`config.mk`:
```
export PLATFORM = sky130hd
export DESIGN_NAME = iosj_sweep_ctrl
export DESIGN_NICKNAME = d
export VERILOG_FILES = /design/src/sv/iosj_pkg.sv /design/src/sv/iosj_sweep_ctrl.sv
export SDC_FILE = /design/constraint.sdc
export NUM_CORES = 1
export LEC_CHECK = 0
export BUFFER_PORTS_ARGS = -buffer_cell sky130_fd_sc_hd__buf_2
export CAP_MARGIN = 20
export CORE_ASPECT_RATIO = 1.5
export CORE_MARGIN = 2
export CORE_UTILIZATION = 30
export DETAILED_ROUTE_END_ITERATION = 7
export GPL_ROUTABILITY_DRIVEN = 0
export GPL_TIMING_DRIVEN = 1
export PLACE_DENSITY_LB_ADDON = 0.25
export SETUP_SLACK_MARGIN = 0.5
export SLEW_MARGIN = 40
export SYNTH_ARGS = -nofsm -noshare
export SYNTH_HDL_FRONTEND = slang
export SYNTH_SLANG_ARGS = --single-unit
```
`constraint.sdc`:
```
create_clock -name clk_i -period 6.8 [get_ports clk_i]
set_input_delay 1.36 -clock clk_i [delete_from_list [all_inputs] [get_ports clk_i]]
set_output_delay 1.36 -clock clk_i [all_outputs]
set_load 0.05 [all_outputs]
```
`src/sv/iosj_pkg.sv`:
```
// shared constants and types for the interval overlap sweep join
package iosj_pkg;

  // default sizing of the two windows and of the index fields
  localparam int unsigned WINDOW_DEPTH_DEF = 32;
  localparam int unsigned INDEX_BITS_DEF   = 24;

  // width of an interval position
  localparam int unsigned POS_W = 32;

  // control half of a result request from the sweep controller
  typedef struct packed {
    logic valid;
    logic last;
  } push_ctl_t;

endpackage

```
`src/sv/iosj_sweep_ctrl.sv`:
```
// sweep controller: walks and compacts the other window, then appends the item
module iosj_sweep_ctrl #(
  parameter int unsigned WINDOW_DEPTH = iosj_pkg::WINDOW_DEPTH_DEF,
  parameter int unsigned INDEX_BITS   = iosj_pkg::INDEX_BITS_DEF,
  parameter int unsigned AW           = $clog2(WINDOW_DEPTH),
  parameter int unsigned EW           = 2 * iosj_pkg::POS_W + INDEX_BITS
) (
  input  logic                         clk_i,
  input  logic                         rst_ni,
  // input request
  input  logic                         in_valid_i,
  output logic                         in_ready_o,
  input  logic [iosj_pkg::POS_W-1:0]   interval_start_i,
  input  logic [iosj_pkg::POS_W-1:0]   interval_stop_i,
  input  logic                         set_select_i,
  input  logic [INDEX_BITS-1:0]        item_index_i,
  input  logic                         restart_i,
  // memory side
  output logic                         mem_we_o,
  output logic [AW:0]                  mem_waddr_o,
  output logic [EW-1:0]                mem_wdata_o,
  output logic                         mem_re_o,
  output logic [AW:0]                  mem_raddr_o,
  input  logic [EW-1:0]                mem_rdata_i,
  // result request to the output stage
  input  logic                         out_free_i,
  output iosj_pkg::push_ctl_t          push_o,
  output logic [INDEX_BITS-1:0]        push_first_o,
  output logic [INDEX_BITS-1:0]        push_second_o,
  output logic                         push_ovf_o
);
  import iosj_pkg::*;

  localparam int unsigned CW = $clog2(WINDOW_DEPTH + 1);
  localparam logic [CW-1:0] DEPTH_C = CW'(WINDOW_DEPTH);

  localparam logic [1:0] ST_IDLE   = 2'd0;
  localparam logic [1:0] ST_WALK   = 2'd1;
  localparam logic [1:0] ST_APPEND = 2'd2;
  localparam logic [1:0] ST_FLUSH  = 2'd3;

  logic [1:0]            state_q, state_d;
  logic [POS_W-1:0]      start_q, start_d;
  logic [POS_W-1:0]      stop_q, stop_d;
  logic                  sel_q, sel_d;
  logic [INDEX_BITS-1:0] idx_q, idx_d;
  logic [CW-1:0]         cnt0_q, cnt0_d;
  logic [CW-1:0]         cnt1_q, cnt1_d;
  logic                  ovf_q, ovf_d;
  logic [CW-1:0]         n_q, n_d;
  logic [CW-1:0]         rptr_q, rptr_d;
  logic [CW-1:0]         wptr_q, wptr_d;
  logic                  rvld_q, rvld_d;
  logic                  pend_q, pend_d;
  logic [INDEX_BITS-1:0] pend_idx_q, pend_idx_d;

  logic [POS_W-1:0]      g_start, g_stop, hi, lo;
  logic [INDEX_BITS-1:0] g_idx;
  logic                  keep, ovl, stall;
  logic [CW-1:0]         base0, base1, own_base, own_cnt;
  logic                  base_ovf;
  logic                  push_last;
  logic [INDEX_BITS-1:0] push_oth;

  // fields of the entry held in the read register
  assign g_start = mem_rdata_i[EW-1 -: POS_W];
  assign g_stop  = mem_rdata_i[INDEX_BITS +: POS_W];
  assign g_idx   = mem_rdata_i[INDEX_BITS-1:0];

  // removal and overlap tests
  assign keep  = !(g_stop < start_q);
  assign hi    = (g_stop < stop_q) ? g_stop : stop_q;
  assign lo    = (g_start > start_q) ? g_start : start_q;
  assign ovl   = keep && (hi >= lo);
  assign stall = rvld_q && ovl && pend_q && !out_free_i;

  // window state after an optional restart
  assign base0    = restart_i ? '0 : cnt0_q;
  assign base1    = restart_i ? '0 : cnt1_q;
  assign base_ovf = restart_i ? 1'b0 : ovf_q;
  assign own_base = set_select_i ? base1 : base0;
  assign own_cnt  = sel_q ? cnt1_q : cnt0_q;

  assign in_ready_o = (state_q == ST_IDLE);

  // next state and datapath control
  always_comb begin
    state_d     = state_q;
    start_d     = start_q;
    stop_d      = stop_q;
    sel_d       = sel_q;
    idx_d       = idx_q;
    cnt0_d      = cnt0_q;
    cnt1_d      = cnt1_q;
    ovf_d       = ovf_q;
    n_d         = n_q;
    rptr_d      = rptr_q;
    wptr_d      = wptr_q;
    rvld_d      = rvld_q;
    pend_d      = pend_q;
    pend_idx_d  = pend_idx_q;
    mem_we_o    = 1'b0;
    mem_waddr_o = {~sel_q, wptr_q[AW-1:0]};
    mem_wdata_o = mem_rdata_i;
    mem_re_o    = 1'b0;
    mem_raddr_o = {~sel_q, rptr_q[AW-1:0]};
    push_o      = '0;
    push_last   = 1'b0;
    push_oth    = pend_idx_q;
    case (state_q)
      ST_IDLE: begin
        if (in_valid_i) begin
          start_d = interval_start_i;
          stop_d  = interval_stop_i;
          sel_d   = set_select_i;
          idx_d   = item_index_i;
          cnt0_d  = base0;
          cnt1_d  = base1;
          ovf_d   = base_ovf | (own_base == DEPTH_C);
          n_d     = set_select_i ? base0 : base1;
          rptr_d  = '0;
          wptr_d  = '0;
          rvld_d  = 1'b0;
          pend_d  = 1'b0;
          state_d = ST_WALK;
        end
      end
      ST_WALK: begin
        if (!stall) begin
          // consume the entry held in the read register
          if (rvld_q) begin
            if (keep) begin
              mem_we_o = 1'b1;
              wptr_d   = wptr_q + CW'(1);
            end
            if (ovl) begin
              pend_d     = 1'b1;
              pend_idx_d = g_idx;
              push_o.valid = pend_q;
            end
          end
          // issue the next read or finish the walk
          if (rptr_q < n_q) begin
            mem_re_o = 1'b1;
            rptr_d   = rptr_q + CW'(1);
            rvld_d   = 1'b1;
          end else begin
            rvld_d  = 1'b0;
            state_d = ST_APPEND;
            if (sel_q) begin
              cnt0_d = wptr_d;
            end else begin
              cnt1_d = wptr_d;
            end
          end
        end
      end
      ST_APPEND: begin
        // store the item in its own window when there is room
        if (own_cnt != DEPTH_C) begin
          mem_we_o    = 1'b1;
          mem_waddr_o = {sel_q, own_cnt[AW-1:0]};
          mem_wdata_o = {start_q, stop_q, idx_q};
          if (sel_q) begin
            cnt1_d = cnt1_q + CW'(1);
          end else begin
            cnt0_d = cnt0_q + CW'(1);
          end
        end
        if (pend_q && out_free_i) begin
          push_o.valid = 1'b1;
          push_last    = 1'b1;
          pend_d       = 1'b0;
          state_d      = ST_IDLE;
        end else if (pend_q) begin
          state_d = ST_FLUSH;
        end else begin
          state_d = ST_IDLE;
        end
      end
      ST_FLUSH: begin
        if (out_free_i) begin
          push_o.valid = 1'b1;
          push_last    = 1'b1;
          pend_d       = 1'b0;
          state_d      = ST_IDLE;
        end
      end
      default: begin
        state_d = ST_IDLE;
      end
    endcase
    push_o.last = push_last;
  end

  // pair order follows the set of the incoming item
  assign push_first_o  = sel_q ? push_oth : idx_q;
  assign push_second_o = sel_q ? idx_q : push_oth;
  assign push_ovf_o    = ovf_q;

  // control state
  always_ff @(posedge clk_i or negedge rst_ni) begin
    if (!rst_ni) begin
      state_q <= ST_IDLE;
      cnt0_q  <= '0;
      cnt1_q  <= '0;
      ovf_q   <= 1'b0;
      rvld_q  <= 1'b0;
      pend_q  <= 1'b0;
    end else begin
      state_q <= state_d;
      cnt0_q  <= cnt0_d;
      cnt1_q  <= cnt1_d;
      ovf_q   <= ovf_d;
      rvld_q  <= rvld_d;
      pend_q  <= pend_d;
    end
  end

  // item and pointer registers
  always_ff @(posedge clk_i) begin
    start_q    <= start_d;
    stop_q     <= stop_d;
    sel_q      <= sel_d;
    idx_q      <= idx_d;
    n_q        <= n_d;
    rptr_q     <= rptr_d;
    wptr_q     <= wptr_d;
    pend_idx_q <= pend_idx_d;
  end

endmodule

```
==> results.txt <==
vias: 9631
placed insts: 1892
WP data arrival: 5.65 ns
Power Dens Cells: 390 nW/um2
R2R cell count: 25
Die Width: 160 um
relative slew slack: 45.2%
Hold-fix buffers, CTS: 0
DRT Pass-1 Iters: 5
core area: 35800 um2
top_reg_cell synth: edfxtp_1
commonest cells after routing, fill and taps aside: buf_2 (329), edfxtp_1 (131), ha_1 (120)
Root Buffer: clkbuf_16
chip height: 237 um
# rows: 85
Area after DPL: 14100 um2
cell family with most CP delay: compound AO/OA/AOI/OAI gates
clk sinks: 148
minimum clock period: 7.01 ns
Crit Path Category: primary input to primary output
Ys Warns: 0
Critical Path Start Type: primary input
FF-to-FF End: rptr_q[0]
peak supply drop: 237 uV
Final Cycle Share: 103%
Synth async-reset ratio: 11.5%
Max Cap Violations: 0
HPWL Detailed: 29000 um
Worst Skew: 0.0131 ns
Post-synth EDFFs: 131
top-area cell type share of the netlist area: 36.1%
Worst-Skew Late Latency: 0.45 ns
CTS tree: done
r2r setup slk: 1.33 ns
Area Overhead vs Synth: 40.4%
Non-Filler Cell Area, Final: 15300 um2
Netlist cell types: 61
CTS H-Tree Depth: 4
Syn Area/Cell: 10.6 um2
Seq/Total Area, Yosys: 40.0%
PnR worst setup slack: -0.213 ns
overall routing resource usage: 19.0%
first-pass GRT wire length: 55100 um
top cells by area, synth: edfxtp_1 (36%), ha_1 (16%), mux2_2 (11%)
slew of the pin with the lowest slew margin: 0.822 ns
DRC: 0
cts bufs inserted: 17
clock-pin slew on the worst setup and hold paths: 0.07 ns
DR iter-0 viols: 499
vias in the first global route: 9862
crit-path cells: buf_2 -> ha_1 -> a21o_1 -> a21o_1 -> a21oi_1 -> o21ai_1 -> nand4_1 -> a21oi_1 -> buf_4 -> o22ai_4 -> buf_12 -> buf_12 -> mux2i_2 -> ha_1 -> and2_4 -> a221o_1 -> a221oi_2 -> o21ai_2 -> a211oi_4 -> nor3b_4 -> o31ai_1 -> and2_4 -> buf_8
Routed WL per cell: 18.8 um
max incr delay on CP: 0.34 ns
largest net degree at the start of global routing: 86
Clock Path Buffers: 2
CP Capture Type: primary output
num ports: 336
failing checks: setup timing
total routed wirelength: 36800 um
final setup vio count: 3
maximum achievable frequency: 0.143 GHz
crit path max fanout: 7
Req. time, crit path: 5.44 ns
HP Class: register to register
Min-Delay Endpoint: state_q[1]
RSZ-0062 raised after global routing: yes
via-per-instance ratio: 4.93
FF-to-FF Start: stop_q[9]
setup tns final: -0.619 ns
Yosys top cell by area: edfxtp_1
Final Hold Fails: 0
synthesized cell area: 10900 um2
commonest non-fill, non-tap cell in the layout: buf_2
grt total ovfl: 0
Seq cells post-synth: 148
syn nets: 1349
Max Slew Vio Count: 0
Buf+Inv Stages, Crit Path: 5
layout cell share with drive strength beyond 1: 45.6%
final cell count without fillers: 1952
Post-Syn Instances: 1028
hold path start: state_q[1]
Hold WS: 0.516 ns
status: finished, violations left
Routed Antenna Nets: 0
Hold Crit Depth: 1
Starting Density: 30.4%
PortBufs: 335
NumNets Final: 1778
Max stage delay cell, worst path: a221o_1
initial antenna violation count: 6
dpl ws: -0.794 ns
leakage: 0.00710 uW
die area: 37900 um2
-- logic make-up after synthesis --
family	count (synthesis)	share of synthesized area (%)
adder cells (fa/ha/maj)	139	16.0
AND/OR/NAND/NOR	210	9.30
XOR/XNOR	12	0.964
AO/OA/AOI/OAI	240	13.9
buffers and inverters	126	4.61
multiplexers	153	15.3
flip-flops	148	40.0
-- layer usage --
| layer | GRT usage (%) | routed length (um) |
|---|---|---|
| met1 | 19.9 | 13700 |
| met2 | 35.6 | 19500 |
| met3 | 4.45 | 1950 |
| met4 | 9.17 | 1550 |
| met5 | 0 | 23 |
-- worst register-to-register path, stage by stage (launching register included) --
cell and delay, ns:
edfxtp_1 0.42, inv_1 0.14, ha_4 0.22, a21o_1 0.16, a21o_1 0.17, a21oi_2 0.17, o21a_1 0.16, o211ai_1 0.09
nand2_1 0.07, o211ai_1 0.11, a31oi_4 0.23, buf_12 0.16, clkbuf_16 0.14, mux2_2 0.33, ha_1 0.29, and2_4 0.15
a221o_1 0.34, a221oi_2 0.29, o21ai_2 0.10, a211oi_4 0.33, nor3b_4 0.08, buf_4 0.15, buf_4 0.15, a211oi_1 0.30
buf_4 0.18, and2_2 0.22
-- layout make-up --
cell class / instances / area [um2]
tap: 478 / 598
timing repair buffer: 457 / 2820
multi-input combinational: 754 / 6620
inverter: 79 / 297
clock inverter: 15 / 184
sequential: 148 / 4360
antenna: 4 / 10.0
clock buffer: 17 / 425
fill: 3504 / 20500
-- power breakdown --
part	switching (uW)	internal [uW]
Sequential	174	1240
Combinational	2350	1180
Clock	466	558
Total	2990	2980
-- through the flow --
step | power [uW] | util (%)
after floorplan | 3860 | -
after global placement | 4750 | 39.1
after detailed placement | 4790 | 39.2
after CTS | 5920 | 41.6
after global routing | 6320 | 42.7
final | 5970 | 42.7
-- timing repair --
item | CTS | global route
pin swaps | 18 | 16
resized for setup | 31 | 39
cloned | 1 | 2
endpoints found under the setup margin | 9 | 15
buffers inserted | 9 | 12
-- Yosys cell counts, drive strengths merged (3+ instances only) --
library cell and n:
ha 139, edfxtp 131, mux2 107, o21ai 96
nand2 95, inv 79, a21oi 60, mux2i 46
clkbuf 32, a21o 29, nor2 29, nand4 22
dfrtp 17, buf 15, nand3 14, a211oi 9
and2 9, nor2b 8, nor3 8, o2bb2ai 8
a21boi 6, nand2b 6, xnor2 6, xor2 6
o21a 5, o31ai 5, nor4 4, o211ai 4
and4 3
-- registers in the layout (all words and copies together) (netlist names), 6 cells and up --
signal / count
stop_q: 32
idx_q: 24
cnt0_q: 6
n_q: 6
rptr_q: 6
start_q: 32
cnt1_q: 6
pend_idx_q: 24
wptr_q: 6
-- worst max-delay path by stage --
stage,start,to,slack (ns),cells after the start
finish,mem_rdata_i[65],mem_we_o,-0.21,23
detailed placement,mem_rdata_i[77],push_o[1],-0.79,23
CTS,mem_rdata_i[57],mem_we_o,-0.33,23
floorplan,mem_rdata_i[57],mem_we_o,0.33,20
global route,mem_rdata_i[57],push_o[1],-0.42,23
global placement,mem_rdata_i[57],mem_we_o,-0.62,22
Note: power is estimated with default switching activity, not from simulation.
